<file path="config.mk">
export PLATFORM = sky130hd
export DESIGN_NAME = spc_ctrl
export DESIGN_NICKNAME = d
export VERILOG_FILES = /design/src/rtl/core/spc_pkg.sv /design/src/rtl/core/spc_ctrl.sv
export SDC_FILE = /design/constraint.sdc
export NUM_CORES = 1
export LEC_CHECK = 0
export BUFFER_PORTS_ARGS = -buffer_cell sky130_fd_sc_hd__buf_2
export CORE_AREA = 2 2 39 41
export CTS_CLUSTER_DIAMETER = 80
export CTS_CLUSTER_SIZE = 16
export DETAILED_ROUTE_END_ITERATION = 12
export DIE_AREA = 0 0 41 43
export PLACE_DENSITY_LB_ADDON = 0.15
export SYNTH_ARGS = -nofsm -noshare
export SYNTH_HDL_FRONTEND = slang
export SYNTH_SLANG_ARGS = --single-unit
</file>
<file path="constraint.sdc">
create_clock -name clock -period 1.8 [get_ports clock]
set_input_delay 0.18 -clock clock [delete_from_list [all_inputs] [get_ports clock]]
set_output_delay 0.18 -clock clock [all_outputs]
set_load 0.05 [all_outputs]
</file>
<file path="src/rtl/core/spc_pkg.sv">
// Package: shared codes, state type and controller/datapath structs.
`timescale 1ns / 1ps
package spc_pkg;

   localparam logic [1:0] OP_WRITE_COLOR  = 2'd0;
   localparam logic [1:0] OP_WRITE_HITBOX = 2'd1;
   localparam logic [1:0] OP_QUERY        = 2'd2;
   localparam logic [1:0] OP_RESERVED     = 2'd3;

   localparam logic [2:0] CSR_FIRST_WIDTH   = 3'd0;
   localparam logic [2:0] CSR_FIRST_HEIGHT  = 3'd1;
   localparam logic [2:0] CSR_SECOND_WIDTH  = 3'd2;
   localparam logic [2:0] CSR_SECOND_HEIGHT = 3'd3;
   localparam logic [2:0] CSR_TRANSPARENT   = 3'd4;

   localparam logic [6:0] SIZE_RESET = 7'd64;

   typedef enum logic [1:0] {
      ST_IDLE,
      ST_SCAN,
      ST_FLUSH,
      ST_RESP
   } state_type;

   typedef struct packed {
      logic write;   // store one dot from the accepted transaction
      logic start;   // capture query offsets, clear row counter and flag
      logic scan;    // issue one row read pair
   } cmd_type;

   typedef struct packed {
      logic last_row;
   } status_type;

endpackage

</file>
<file path="src/rtl/core/spc_ctrl.sv">
// Controller: transaction handshakes and query sequencing.
`timescale 1ns / 1ps
module spc_ctrl
   import spc_pkg::*;
(
   input  logic       clock,
   input  logic       reset,
   input  logic       req_valid,
   input  logic [1:0] req_op,
   output logic       req_ready,
   output logic       rsp_valid,
   input  logic       rsp_ready,
   input  status_type status,
   output cmd_type    cmd
);

   state_type state_ff, state_in;
   logic      req_fire;

   assign req_fire = req_valid && req_ready;

   always_ff @(posedge clock) begin
      if (reset) begin
         state_ff <= ST_IDLE;
      end else begin
         state_ff <= state_in;
      end
   end

   always_comb begin
      state_in = state_ff;
      case (state_ff)
         ST_IDLE: begin
            if (req_fire && req_op == OP_QUERY) state_in = ST_SCAN;
         end
         ST_SCAN: begin
            if (status.last_row) state_in = ST_FLUSH;
         end
         ST_FLUSH: state_in = ST_RESP;
         ST_RESP: begin
            if (rsp_ready) state_in = ST_IDLE;
         end
         default: state_in = ST_IDLE;
      endcase
   end

   always_comb begin
      req_ready = 1'b0;
      rsp_valid = 1'b0;
      cmd       = '0;
      case (state_ff)
         ST_IDLE: begin
            req_ready = 1'b1;
            cmd.write = req_fire && (req_op inside {OP_WRITE_COLOR, OP_WRITE_HITBOX});
            cmd.start = req_fire && req_op == OP_QUERY;
         end
         ST_SCAN:  cmd.scan = 1'b1;
         ST_FLUSH: ;
         ST_RESP:  rsp_valid = 1'b1;
         default:  ;
      endcase
   end

endmodule

</file>
# Yosys cells after proc, flatten, opt, wreduce, memory -nomap -nowiden
# Cells that the tools add are included.
# W data, S select, Z words.
# totals
ff_bits	2
in_bits	7
out_inout_bits	5
elab_cells	24
# classes
eq_ne	8
mux	8
reduce_logical	7
# op_table
op	count
$mux W2	4
$pmux W2 S4	1
$eq A2 B2 Y1 const B	3
$ne A2 B2 Y1 const B	3
$eq A2 B1 Y1 const B	2
$logic_not A2 Y1	2
$logic_and A1 B1 Y1	3
$mux W1	3
$reduce_and A3 Y1	1
$reduce_bool A2 Y1	1

# Depth between registers and ports, before layout
# depth
word_depth	6
depth_mapped	5
mapped_depth_nobuf	5

# Worst setup path before layout
# Ideal clock, no wire load.
# synth_timing
path_kind	reg2out
startpoint	register state_ff[0]
endpoint	output cmd[2] (netlist name)
t_arrival_ns	1.678
required_time_ns	1.620
slack_ns	-0.058
path_stages_with_launch	5
n_path_buf	0
cell_sequence	dfxtp_1 > inv_1 > ha_1 > nand2_1 > nor2_1
# synth_lines
element	line_no	text
start, declared	spc_ctrl.sv:17	state_type state_ff, state_in;
start signal, assigned	spc_ctrl.sv:26	state_ff <= state_in;
end, declared	spc_ctrl.sv:14	output cmd_type cmd

==> flow_summary.toml <==
[synthesis]
synthesis.area_per_instance_sq_um = 8.76
synth.largest_area_cell = "sky130_fd_sc_hd__ha_1"
count_of_unique_library_cells_instantiated_by_yosys = 12
yosys_warnings = 0
synthTopCellsByArea = "sky130_fd_sc_hd__ha_1, sky130_fd_sc_hd__dfxtp_1, sky130_fd_sc_hd__nand2b_1"
synth_top_family_by_area = "adder cells"
syn-instance-count = 20
muxShareOfSynthArea_pct = 5.71
synthesized_area_fraction_occupied_by_ao_oa_aoi_and_oai_cells_pct = 9.29
yosysSeqAreaShare_pct = 22.9
mappedNetlistNets = 31
netlist_area_sq_um = 175
post-synth-top-area-fraction_pct = 28.6
synthSimpleGateAreaFrac_pct = 27.1
share_of_synthesized_cell_area_in_full_adder_half_adder_and_majority_cells_pct = 28.6
xor_and_xnor_fraction_of_the_mapped_netlist_area_pct = 0
yosys_reg_bits = 2

[power]
power.share.clock_pct = 23.2
vdd.ir_drop.worst_mv = 0.591
net-switching-power_uw = 205
p_comb_share_pct = 59.5
power-per-cell-area_mw_per_mm2 = 1500
p_leak_nw = 0.149
power.share.switching_pct = 49.7
power.sequential.fraction_pct = 17.3
internal_portion_of_total_power_uw = 208

[critical_path]
path_delay_family = "buffers and inverters"
required_ns = 1.62
timing.critical_path.slowest_stage_cell = "sky130_fd_sc_hd__dfxtp_1"
critical_path_buf_inv_count = 3
kind_of_start_point_of_the_critical_path = "register"
cp.arrival_ns = 1.34
reg2reg_setup_slack_ns = 0.33
cp_class = "register to output port"
crit_chain = "inv_1, ha_1, nand4b_1, inv_1, buf_2"
critical_path.max_fanout = 5
cpPeakStageDelay_ns = 0.32
crit_top_cell = "sky130_fd_sc_hd__inv_1"
critPathCaptureType = "output port"

[routing]
number_of_optimization_iterations_in_the_first_detailed_route_pass = 1
final_antenna_net_count = 0
avgViaCountPerCell = 3.50
totalWireLength_um = 429
via_count = 175
first_iter_violations = 0
wire_per_inst_um = 8.58
number_of_design_rule_violations_left_after_detail_routing = 0

[clocking]
tritoncts = "yes"
cts_repair_resize_count = 0
postCtsHoldBufs = 0
tritoncts.num_buffers = 3
clk_transition_reported_paths_ns = 0.03
cts_max_path_buffers = 2
tritoncts_num_sinks = 2
postCtsSetupRepairBufs = 0
worstSkewPairLatency_ns = 0.22
cts-htree-levels = 1
clock_tree.root_cell = "sky130_fd_sc_hd__clkbuf_4"

[placed_design]
post-dp-hpwl_um = 375
place_inst = 47
buffers_on_ports = 11
preCtsSetupSlack_ns = 0.341
placer_s_final_routability_congestion_estimate = 0.669

[timing]
setup_viol = 0
fmax_mhz = 658
worst_slew_pin_slew_ns = 0.257
min_period_over_period_pct = 84.4
slew_viol_final = 0
timing.max_slew.rel_slack_pct = 82.7
final_hold_viol_count = 0
setup_slack_ns = 0.281
grt_setup_unrepaired = "no"
holdWs_ns = 0.147
clock_skew_ns = 0.00364
period_minus_slack_ns = 1.52
fin_tns_setup_ns = 0

[finish]
synthToLayoutAreaGrowth_pct = 57.1
antennaDiodeCount = 0
layout.filler_cells = 163
reg.largest.list = "state_ff (2)"
drive_above_1_share_pct = 44.1
post_layout_nonfiller_instances = 50
multi_input_comb_area_sq_um = 126
final-seq-area_sq_um = 40.0
register_with_the_highest_flop_count = "state_ff"
final_core_utilization_pct = 19.9
final_net_count = 47
largest_reg_flops = 2

[outcome]
run_status = "complete, no violations"

[job]
max_cap_viol_count = 0

[die]
dieArea_sq_mm = 0.00176
dieHeight_um = 43
placementRows = 14
core_area_sq_mm = 0.00138
initial_core_util_pct = 12.7
boundaryPins = 12
die_w_um = 41

[global_route]
global_route.overflow_total = 0
vias_in_the_first_global_route = 196
grt_antenna_before_repair = 0
globalRouteTotalUtil_pct = 6.71
pin_count_of_the_biggest_net_entering_global_routing = 6
grt_first_pass_wirelength_um = 738

[worst_hold_path]
worst_hold_path_type = "input pin to register"
## area by class of cell
| class | instances | share of cell area [%] |
|---|---|---|
| Sequential cell | 2 | 14.5 |
| Multi-Input combinational cell | 15 | 45.9 |
| Tap cell | 16 | 7.27 |
| Inverter | 3 | 4.09 |
| Timing Repair Buffer | 11 | 20.0 |
| Clock buffer | 3 | 8.18 |
## cell usage in the layout (no fill, tap or decap), types with 2 or more instances in the layout
master and count:
sky130_fd_sc_hd__clkbuf_4 3, sky130_fd_sc_hd__nor2b_1 2, sky130_fd_sc_hd__inv_1 3, sky130_fd_sc_hd__ha_1 4
sky130_fd_sc_hd__buf_2 11, sky130_fd_sc_hd__dfxtp_1 2, sky130_fd_sc_hd__nand2b_1 2
## logic make-up (layout without fill, tap and decap cells)
logic type | after synthesis | count (layout)
and+or+nand+nor | 8 | 8
adders and majority gates | 4 | 4
buffers and inverters | 3 | 17
AOI/OAI and AO/OA | 2 | 2
DFF | 2 | 2
muxes | 1 | 1
## cells in the mapped netlist
library cell,count
sky130_fd_sc_hd__a211o_1,1
sky130_fd_sc_hd__a211oi_1,1
sky130_fd_sc_hd__dfxtp_1,2
sky130_fd_sc_hd__ha_1,4
sky130_fd_sc_hd__inv_1,3
sky130_fd_sc_hd__mux2i_1,1
sky130_fd_sc_hd__nand2_1,1
sky130_fd_sc_hd__nand2b_1,2
sky130_fd_sc_hd__nand4b_1,1
sky130_fd_sc_hd__nor2_1,1
sky130_fd_sc_hd__nor2b_1,2
sky130_fd_sc_hd__nor4_1,1
## power groups by stage
stage                     clock network, mW  logic [mW]  registers (mW)
after floorplan                           0       0.207          0.0684
after global placement                    0       0.249          0.0722
after detailed placement                  0       0.249          0.0722
after CTS                             0.102       0.250          0.0715
after global routing                  0.112       0.269          0.0738
final                                0.0961       0.246          0.0715
## routing by layer
metal | vias up | GRT usage (%) | share of wire [%]
met3 | 0 | 4.71 | 10
met4 | 0 | 6.00 | 0
met5 | - | 0 | 0
met2 | 7 | 8.75 | 45
met1 | 73 | 6.71 | 45
li1 | 95 | - | -
## through the flow
step / instance area [sq um] / power, mW
after floorplan: 178 / 0.275
after global placement: 253 / 0.321
after detailed placement: 253 / 0.322
after CTS: 275 / 0.424
after global routing: 275 / 0.454
final: 275 / 0.414
## final timing paths
check / startpoint / depth (start not counted) / end
hold reg to reg: state_ff[1] / 2 / state_ff[1]
setup / recovery: state_ff[0] / 5 / cmd[1]
setup reg to reg: state_ff[0] / 5 / state_ff[0]
hold / removal: reset / 2 / state_ff[0]
## worst register-to-register path, stage by stage (launching register included)
cell and delay, ns:
sky130_fd_sc_hd__dfxtp_1 0.32, sky130_fd_sc_hd__inv_1 0.10, sky130_fd_sc_hd__ha_1 0.23, sky130_fd_sc_hd__nand4b_1 0.14, sky130_fd_sc_hd__a211o_1 0.34, sky130_fd_sc_hd__a211oi_1 0.24
Note: power is estimated with default switching activity, not from simulation.
